[config.mk]
export PLATFORM = sky130hd
export DESIGN_NAME = chpc_queue
export DESIGN_NICKNAME = d
export VERILOG_FILES = /design/src/rtl/core/chpc_pkg.sv /design/src/rtl/core/chpc_queue.sv
export SDC_FILE = /design/constraint.sdc
export NUM_CORES = 1
export LEC_CHECK = 0
export BUFFER_PORTS_ARGS = -buffer_cell sky130_fd_sc_hd__buf_4
export CAP_MARGIN = 5
export CORE_ASPECT_RATIO = 0.6
export CORE_MARGIN = 10
export CORE_UTILIZATION = 50
export CTS_BUF_LIST = sky130_fd_sc_hd__clkbuf_4 sky130_fd_sc_hd__clkbuf_8
export DETAILED_ROUTE_END_ITERATION = 8
export PLACE_DENSITY = 0.69
export SKIP_CTS_REPAIR_TIMING = 1
export SYNTH_ARGS = -nofsm -noshare
export SYNTH_HDL_FRONTEND = slang
export SYNTH_SLANG_ARGS = --single-unit
[constraint.sdc]
create_clock -name clk -period 2.7 [get_ports clk]
set_input_delay 0.27 -clock clk [delete_from_list [all_inputs] [get_ports clk]]
set_output_delay 0.27 -clock clk [all_outputs]
set_load 0.01 [all_outputs]
[src/rtl/core/chpc_pkg.sv]
// Shared types and constants for the convex hull plane cull unit.
// Used by the front end, the queue, the back end and the top level.
// No dependencies.
`default_nettype none

package chpc_pkg;

	localparam int PLANE_SLOTS = 6;   // most planes the unit can ever hold
	localparam int VERT_W      = 16;  // Q8.8 vertex coordinate
	localparam int COEF_W      = 16;  // Q1.14 normal component or Q8.8 offset
	localparam int PROD_W      = 32;  // coefficient times coordinate
	localparam int SUM_W       = 34;  // exact sum of three products and the offset
	localparam int D_SHIFT     = 14;  // aligns the Q8.8 offset to 22 fraction bits
	localparam int IN_W        = 48;  // packed vertex on the input stream
	localparam int OUT_W       = 8;   // result byte on the output stream
	localparam int CNT_W       = 3;   // plane count register
	localparam int CFG_IDX_W   = 3;
	localparam int CFG_DATA_W  = 64;
	localparam int QDEPTH      = 4;   // classification queue depth
	localparam int QPTR_W      = 2;
	localparam int QCNT_W      = 3;

	typedef logic [CFG_IDX_W-1:0]  cfg_idx_t;
	typedef logic [CFG_DATA_W-1:0] plane_t;

	// Register indexes of the configuration port.
	localparam cfg_idx_t CFG_PLANE_COUNT = 3'd0;
	localparam cfg_idx_t CFG_PLANE_BASE  = 3'd1;

	// One classified vertex: which planes it lies on or in front of.
	typedef struct packed {
		logic [PLANE_SLOTS-1:0] hit;
		logic                   last;
	} q_entry_t;

	typedef struct packed {
		logic              full;
		logic              empty;
		logic [QCNT_W-1:0] count;
	} q_stat_t;

	typedef struct packed {
		logic busy_s1;
		logic busy_s2;
	} fe_stat_t;

endpackage

`default_nettype wire

[src/rtl/core/chpc_queue.sv]
// Short queue of classified vertices between the front and back ends.
// Register array with read and write pointers. Depends on chpc_pkg.
`default_nettype none

module chpc_queue (
	input  wire logic               clk,
	input  wire logic               arst_n,
	input  wire logic               push,
	input  wire chpc_pkg::q_entry_t wr_entry,
	input  wire logic               pop,
	output chpc_pkg::q_entry_t      head,
	output chpc_pkg::q_stat_t       stat
);
	import chpc_pkg::*;

	q_entry_t          mem_q [QDEPTH];
	logic [QPTR_W-1:0] wr_ptr_q, rd_ptr_q;
	logic [QCNT_W-1:0] count_q;

	always_ff @(posedge clk) begin
		if (push) begin
			mem_q[wr_ptr_q] <= wr_entry;
		end
	end

	always_ff @(posedge clk or negedge arst_n) begin
		if (!arst_n) begin
			wr_ptr_q <= '0;
			rd_ptr_q <= '0;
			count_q  <= '0;
		end else begin
			if (push) begin
				wr_ptr_q <= wr_ptr_q + 1'b1;
			end
			if (pop) begin
				rd_ptr_q <= rd_ptr_q + 1'b1;
			end
			if (push && !pop) begin
				count_q <= count_q + 1'b1;
			end else if (pop && !push) begin
				count_q <= count_q - 1'b1;
			end
		end
	end

	assign head       = mem_q[rd_ptr_q];
	assign stat.count = count_q;
	assign stat.empty = (count_q == '0);
	assign stat.full  = (count_q == QCNT_W'(QDEPTH));

endmodule

`default_nettype wire

==> metrics <==
die footprint=5400 µm²; max cap viols=0; Worst Setup End Kind=primary output; vias in the first global route=741; Clock Latency Late Sink=0.28 ns; GPL Wtd Cong=0.6756; Final setup viols=0; wire per inst=18.56 µm; Synth cell types=17; Tcrit/Tclk final=73.18%; H-tree levels=2; ratio of cells with drive above 1 in the final layout=38.00%; Synthesized Nets=88; post-synthesis async set-or-reset flop share=20.00%; pwr dens=1087 nW/µm²; largest net degree at the start of global routing=12; total number of vias=668; Cell Rows=14; clock sink count=35; leakage power figure=0.6655 nW; first-pass GRT wire length=3.788 mm; P&R area growth vs syn=22.26%; Avg Cell Area, Syn=19.79 µm²; setup tns final=0 ns; Post-Syn Area=1405 µm²; root buffer cell=clkbuf_8; gate count after technology mapping=71; 1st-pass router iterations=4; Max Slew Vio Count=0; Longest Clk Path Bufs=2; critical path type=reg2out; diode count=0; die height=61.06 µm; cell with the most instances after synthesis=edfxtp_1; ys flop type=edfxtp_1; Seq/Total Area, Yosys=72.31%; Slew headroom=64.49%; area leader, netlist=edfxtp_1; Post-synth EDFFs=28; initial DRC count=25; routed vias/inst=5.061; antenna violations before repair=0; fillcell total=187; Fin. Hold Viols=0; Seq cells post-synth=35; overall routing resource usage=10.09%; DRC viols=0; CP max FO=9; Ys Warns=0; Synth top cells by count=edfxtp_1 (28), dfrtp_1 (7), mux4_2 (7); peak supply drop=0.5115 mV; crit path DAT=1.71 ns; non-filler instance count after layout=132; Layout Skew=0.003446 ns; starting density of the core=54.20%; grt ovf=0; antenna-violating nets left=0; IO Port Bufs=22; Die W=88.44 µm; Final WS setup=0.7242 ns; Routed WL=2.450 mm; Clock transition at path regs=0.07 ns; Required @ worst endpoint=2.43 ns; CTS Buf Count=5; CTS tree=yes; Placed Instances=123; worst hold path class=in2reg; Setup crit start kind=flip-flop; Nets=116; unrepaired setup endpoints after global routing=false; Final Critical Period=1.976 ns; Slew @ Worst Pin=0.5326 ns; Ports=23; Core Box Area=2592 µm²; main area contributors after synthesis=edfxtp_1 (60%), dfrtp_1 (12%), mux4_2 (11%), ha_1 (4.5%), xor2_1 (2.5%); share of the synthesized area in the top cell type=59.84%; worst slack, placed=0.9947 ns; maximum clock frequency=506.1 MHz; Post-Route Utilization=66.26%; status=finished, final reports clean
==> sequential cells by signal, indices dropped and copies added (netlist names) <==
name      cells
mem_q        28
count_q       3
rd_ptr_q      2
wr_ptr_q      2
==> worst paths after layout <==
path                       cells after the start          end   startpoint  slack (ns)
max                                            2      head[0]  rd_ptr_q[0]        0.72
min                                            2  rd_ptr_q[0]          pop        0.18
max reg2reg                                    4   count_q[2]   count_q[0]        1.28
min reg2reg                                    1   count_q[2]   count_q[2]        0.52
max in group asynchronous                      2  wr_ptr_q[1]       arst_n        2.22
min in group asynchronous                      2  rd_ptr_q[0]       arst_n        0.35
==> area by class of cell <==
type | instances | area (µm²) | area share, %
Inverter | 4 | 15.01 | 0.8740
Clock buffer | 7 | 83.83 | 4.880
Clock inverter | 1 | 30.03 | 1.748
Multi-Input combinational cell | 30 | 357.8 | 20.83
Tap cell | 32 | 40.04 | 2.331
Sequential cell | 35 | 1016 | 59.14
Timing Repair Buffer | 23 | 175.2 | 10.20
==> critical path: stages, from the launching register on <==
cell and delay (ns):
dfrtp_1 0.68, mux4_2 0.58, buf_4 0.17
==> routing by layer <==
metal | track usage, % | vias to the layer above | part of all wire [%]
li1 | - | 320 | -
met1 | 11.57 | 328 | 45
met2 | 14.21 | 15 | 45
met3 | 6.192 | 5 | 8.2
met4 | 6.178 | 0 | 1.1
met5 | 0 | - | 0
==> kinds of logic after synthesis <==
group                      synth area share [%]
and+or+nand+nor                           3.472
DFF                                       72.31
AOI/OAI and AO/OA                        0.3558
muxes                                     12.02
adders and majority gates                 5.877
buffers and inverters                     2.225
xor gates and xnor gates                  3.740
==> cell usage in the layout, fill, tap and decap left out <==
cell type / instances
and2_1: 4
buf_4: 22
bufinv_16: 1
clkbuf_4: 2
clkbuf_8: 5
dfrtp_1: 7
dlygate4sd3_1: 1
edfxtp_1: 28
fa_1: 1
ha_1: 5
inv_1: 4
mux2_2: 1
mux4_2: 7
nand2_1: 2
nor2_1: 1
nor3_1: 1
nor3b_1: 1
o21ai_0: 1
xnor2_1: 2
xor2_1: 4
==> through the flow <==
step	power [mW]	hold slack [ns]	cell area [µm²]
6_report	1.868	0.1822	1718
5_1_grt	1.988	0.1656	1718
4_1_cts	1.903	-0.2177	1708
3_5_place_dp	1.433	0.09162	1594
3_3_place_gp	1.407	0.08695	1594
2_1_floorplan	1.182	-0.02559	1405
==> report_power, final <==
group	total, mW	switching (mW)	internal [mW]
combinational	0.546	0.230	0.316
sequential	0.858	0.132	0.726
clock	0.464	0.168	0.296
total	1.87	0.530	1.34
No activity file was read; power rests on OpenSTA's default activity.
