### src/rtl/core/chpc_pkg.sv
// Shared types and constants for the convex hull plane cull unit.
// Used by the front end, the queue, the back end and the top level.
// No dependencies.
`default_nettype none

package chpc_pkg;

	localparam int PLANE_SLOTS = 6;   // most planes the unit can ever hold
	localparam int VERT_W      = 16;  // Q8.8 vertex coordinate
	localparam int COEF_W      = 16;  // Q1.14 normal component or Q8.8 offset
	localparam int PROD_W      = 32;  // coefficient times coordinate
	localparam int SUM_W       = 34;  // exact sum of three products and the offset
	localparam int D_SHIFT     = 14;  // aligns the Q8.8 offset to 22 fraction bits
	localparam int IN_W        = 48;  // packed vertex on the input stream
	localparam int OUT_W       = 8;   // result byte on the output stream
	localparam int CNT_W       = 3;   // plane count register
	localparam int CFG_IDX_W   = 3;
	localparam int CFG_DATA_W  = 64;
	localparam int QDEPTH      = 4;   // classification queue depth
	localparam int QPTR_W      = 2;
	localparam int QCNT_W      = 3;

	typedef logic [CFG_IDX_W-1:0]  cfg_idx_t;
	typedef logic [CFG_DATA_W-1:0] plane_t;

	// Register indexes of the configuration port.
	localparam cfg_idx_t CFG_PLANE_COUNT = 3'd0;
	localparam cfg_idx_t CFG_PLANE_BASE  = 3'd1;

	// One classified vertex: which planes it lies on or in front of.
	typedef struct packed {
		logic [PLANE_SLOTS-1:0] hit;
		logic                   last;
	} q_entry_t;

	typedef struct packed {
		logic              full;
		logic              empty;
		logic [QCNT_W-1:0] count;
	} q_stat_t;

	typedef struct packed {
		logic busy_s1;
		logic busy_s2;
	} fe_stat_t;

endpackage

`default_nettype wire

### src/rtl/core/chpc_back.sv
// Back end: folds per-vertex plane hits into the touched flags and
// delivers the verdict on the last vertex through an output register.
// Depends on chpc_pkg.
`default_nettype none

module chpc_back #(
	parameter int MAX_PLANES = 6
) (
	input  wire logic                       clk,
	input  wire logic                       arst_n,
	input  wire chpc_pkg::q_entry_t         head,
	input  wire chpc_pkg::q_stat_t          q_stat,
	input  wire logic [chpc_pkg::CNT_W-1:0] plane_count,
	output logic                            pop,
	output logic                            m_tvalid,
	input  wire logic                       m_tready,
	output logic [chpc_pkg::OUT_W-1:0]      m_tdata
);
	import chpc_pkg::*;

	logic [PLANE_SLOTS-1:0] touched_q;
	logic [PLANE_SLOTS-1:0] merged;
	logic [PLANE_SLOTS-1:0] mask;
	logic [CNT_W-1:0]       active;
	logic                   slot_free;
	logic                   m_valid_q;
	logic                   visible_q;

	always_comb begin
		active = (plane_count > CNT_W'(MAX_PLANES)) ? CNT_W'(MAX_PLANES) : plane_count;
		for (int j = 0; j < PLANE_SLOTS; j++) begin
			mask[j] = CNT_W'(j) < active;
		end
		merged    = touched_q | head.hit;
		slot_free = !m_valid_q || m_tready;
		pop       = !q_stat.empty && (!head.last || slot_free);
	end

	always_ff @(posedge clk or negedge arst_n) begin
		if (!arst_n) begin
			touched_q <= '0;
			m_valid_q <= 1'b0;
		end else begin
			if (pop) begin
				touched_q <= head.last ? '0 : merged;
			end
			if (pop && head.last) begin
				m_valid_q <= 1'b1;
			end else if (m_tready) begin
				m_valid_q <= 1'b0;
			end
		end
	end

	always_ff @(posedge clk) begin
		if (pop && head.last) begin
			visible_q <= ((merged & mask) == mask);
		end
	end

	assign m_tvalid = m_valid_q;
	assign m_tdata  = {(OUT_W-1)'(0), visible_q};

endmodule

`default_nettype wire

### config.mk
export PLATFORM = sky130hd
export DESIGN_NAME = chpc_back
export DESIGN_NICKNAME = d
export VERILOG_FILES = /design/src/rtl/core/chpc_pkg.sv /design/src/rtl/core/chpc_back.sv
export SDC_FILE = /design/constraint.sdc
export NUM_CORES = 1
export LEC_CHECK = 0
export BUFFER_PORTS_ARGS = -buffer_cell sky130_fd_sc_hd__buf_2
export CORE_AREA = 2 2 39 41
export DETAILED_ROUTE_END_ITERATION = 10
export DIE_AREA = 0 0 41 43
export HOLD_SLACK_MARGIN = 0.15
export PLACE_DENSITY = 0.69
export SKIP_LAST_GASP = 1
export SYNTH_ARGS = -nofsm -noshare
export SYNTH_HDL_FRONTEND = slang
export SYNTH_SLANG_ARGS = --single-unit
### constraint.sdc
create_clock -name clk -period 1 [get_ports clk]
set_input_delay 0 -clock clk [delete_from_list [all_inputs] [get_ports clk]]
set_output_delay 0 -clock clk [all_outputs]
set_load 0.02 [all_outputs]
==> flow_metrics.env <==
export IMPL_outcome="complete, but fails checks"
export IMPL_violations="setup timing"
export IMPL_cp_startpoint="touched_q[5]"
export IMPL_critPathKind="reg2reg"
export IMPL_min_path_cells=3
export IMPL_tns_ps=-418
export IMPL_place_ws_ps=-97.9
export IMPL_vias=456
export IMPL_cts_buffers=3
export IMPL_min_path_type="in2reg"
export IMPL_finish_utilization=0.555
export IMPL_timing_rr_start="touched_q[5]"
export IMPL_grt_ovfl_total=0
export IMPL_wl_per_cell_um=11.6
export IMPL_gp_congestion=0.755
export IMPL_die_area_um2=1760
export IMPL_cts_path_max_buffers=2
export IMPL_syn_area_um2=457
export IMPL_worstPathMaxFanout=2
export IMPL_antenna_diode_count=0
export IMPL_cp_required_ps=1100
export IMPL_cts_root_buf="clkbuf_4"
export IMPL_clock_sinks=8
export IMPL_grt_max_degree=9
export IMPL_cap_violations=0
export IMPL_power_density_nw_per_um2=1250
export IMPL_ys_ff_latch=8
export IMPL_io_buffers=16
export IMPL_grt_pass1_wl_um=1710
export IMPL_drt_iter0_drc=6
export IMPL_ys_async_sr_fraction=0.875
export IMPL_path_clk_slew_ps=60
export IMPL_areaGrowthSynthToFinish_pct=68.2
export IMPL_rsz0062_at_grt="yes"
export IMPL_r2r_end="visible_q"
export IMPL_worstHoldEndpoint="visible_q"
export IMPL_drc_errors=0
export IMPL_ant_nets=0
export IMPL_cts_tree="yes"
export IMPL_synth_main_ff_cell="dfrtp_1"
export IMPL_fp_dieW_um=41
export IMPL_setup_slack_ps=-124
export IMPL_holdWs_ps=155
export IMPL_clock_fmax_mhz=890
export IMPL_pin_count=28
export IMPL_core_area_um2=1380
export IMPL_maxSlewViolCount=0
export IMPL_synthCells=45
export IMPL_h_tree_depth=1
export IMPL_dpl_hpwl_um=708
export IMPL_drt_pass1_iterations=2
export IMPL_fillCellCount=124
export IMPL_dpl_cell_count=79
export IMPL_layout_min_cycle_time_ps=1120
export IMPL_hold_start="plane_count[1]"
export IMPL_grt_pass1_vias=436
export IMPL_crit_chain="o22ai_1 > a221o_1 > a221oi_2"
export IMPL_startpoint_type="flip-flop"
export IMPL_reg2reg_depth=3
export IMPL_drt_total_wl_um=1120
export IMPL_fin_cells=96
export IMPL_seq_area_frac_synth=0.449
export IMPL_vdd_ir_drop_worst_mv=0.728
export IMPL_rrSetupSlack_ps=-120
export IMPL_synth_top_area_share=0.384
export IMPL_final_hold_viol_count=0
export IMPL_ys_warn_count=0
export IMPL_cp_arrival_ps=1220
export IMPL_synth_common_cells="buf_4 (8), nor2_1 (8), dfrtp_1 (7)"
export IMPL_antenna_found_initial=0
export IMPL_endpoint_kind="flip-flop"
export IMPL_dieHeight_um=43
export IMPL_rows=14
export IMPL_setup_viol=8
export IMPL_post_route_period_util=1.12
export IMPL_synth_area_leader_cell="dfrtp_1"
export IMPL_grt_usage=0.149
export IMPL_layout_nets=99
export IMPL_drive_gt1_frac=0.425
export IMPL_yosys_top_cells_area="dfrtp_1 (38%), buf_4 (13%), a31oi_1 (8.2%)"
export IMPL_p_leak_nw=0.362
export IMPL_skew_ps=12.7
export IMPL_postSynthAreaPerCell_um2=10.1
export IMPL_initial_core_util=0.330
export IMPL_clk_latency_ps=260
export IMPL_slowest_stage="dfrtp_1"
export IMPL_viasPerCell=4.75
export IMPL_slowest_delay_ps=370
export IMPL_synth_edf_count=1
export IMPL_netlist_cell_type_count=17
[critical path: cells and delay by family, from the launching register on]
family,cells,cell delay (ps)
AOI/OAI and AO/OA,3,590
DFF,1,370
[repair_timing]
item                                   CTS  global route
gates cloned                             0             0
endpoints found under the hold margin   15             8
setup endpoints to repair                3            10
hold buffers                            10             3
resized for setup                        3             9
setup buffers                            1             0
pin swaps                                1             4
[cell usage in the layout, fill, tap and decap left out]
cell	Yosys	final
a31oi_1	6	2
dfrtp_2	0	1
a31oi_4	0	2
and2_4	0	1
o21a_1	1	1
buf_6	1	2
clkbuf_1	0	1
a221oi_2	1	1
nor2_1	8	8
buf_8	0	1
a31oi_2	0	2
buf_4	8	4
o2bb2ai_1	1	1
a221o_1	1	1
nand3b_4	1	1
o22ai_1	3	3
and3_4	0	1
buf_2	0	15
a22o_1	1	1
dlygate4sd3_1	0	12
inv_1	2	2
clkbuf_4	0	3
edfxtp_1	1	1
conb_1	1	7
dfrtp_1	7	6
[how the worst max path moves through the flow]
stage	end	cells after the start	slack, ps
global route	visible_q	3	-180
CTS	visible_q	3	-110
detailed placement	visible_q	3	-100
finish	visible_q	3	-120
global placement	visible_q	3	-70
floorplan	visible_q	3	-140
[routing by layer]
metal,up-vias,wire length [um],part of all wire,global-route usage
met4,0,0,0,0.0800
met5,-,0,0,0
met1,213,444,0.40,0.188
li1,222,-,-,-
met3,0,76,0.068,0.0471
met2,21,597,0.53,0.216
[cell type report]
type | instances | area, um^2 | area share
Timing Repair Buffer | 34 | 263 | 0.342
Multi-Input combinational cell | 32 | 245 | 0.319
Sequential cell | 8 | 206 | 0.269
Clock buffer | 4 | 26.3 | 0.0342
Tap cell | 16 | 20.0 | 0.0261
Inverter | 2 | 7.51 | 0.00977
[where the power goes]
| part | internal, W | leakage [nW] | switching, W |
|---|---|---|---|
| combinational | 0.000149 | 0.255 | 0.000132 |
| sequential | 0.000372 | 0.0927 | 0.0000336 |
| clock | 0.000153 | 0.0150 | 0.000123 |
| total | 0.000674 | 0.362 | 0.000289 |
[stage by stage]
step | power, W | area (um^2)
after floorplan | 0.000551 | 480
after global placement | 0.000601 | 547
after global routing | 0.00103 | 768
after CTS | 0.000924 | 691
after detailed placement | 0.000607 | 547
final | 0.000963 | 768
[sequential cells by signal (all words and copies together) (netlist names)]
signal     cells
visible_q      1
m_tvalid       1
touched_q      6
[kinds of logic after synthesis]
kind of cell,after synthesis,share of synthesized area
compound gates,14,0.233
other cells,1,0.00821
buf+inv,11,0.173
simple gates,11,0.137
flops,8,0.449
Power figures use the tool's default switching activity.
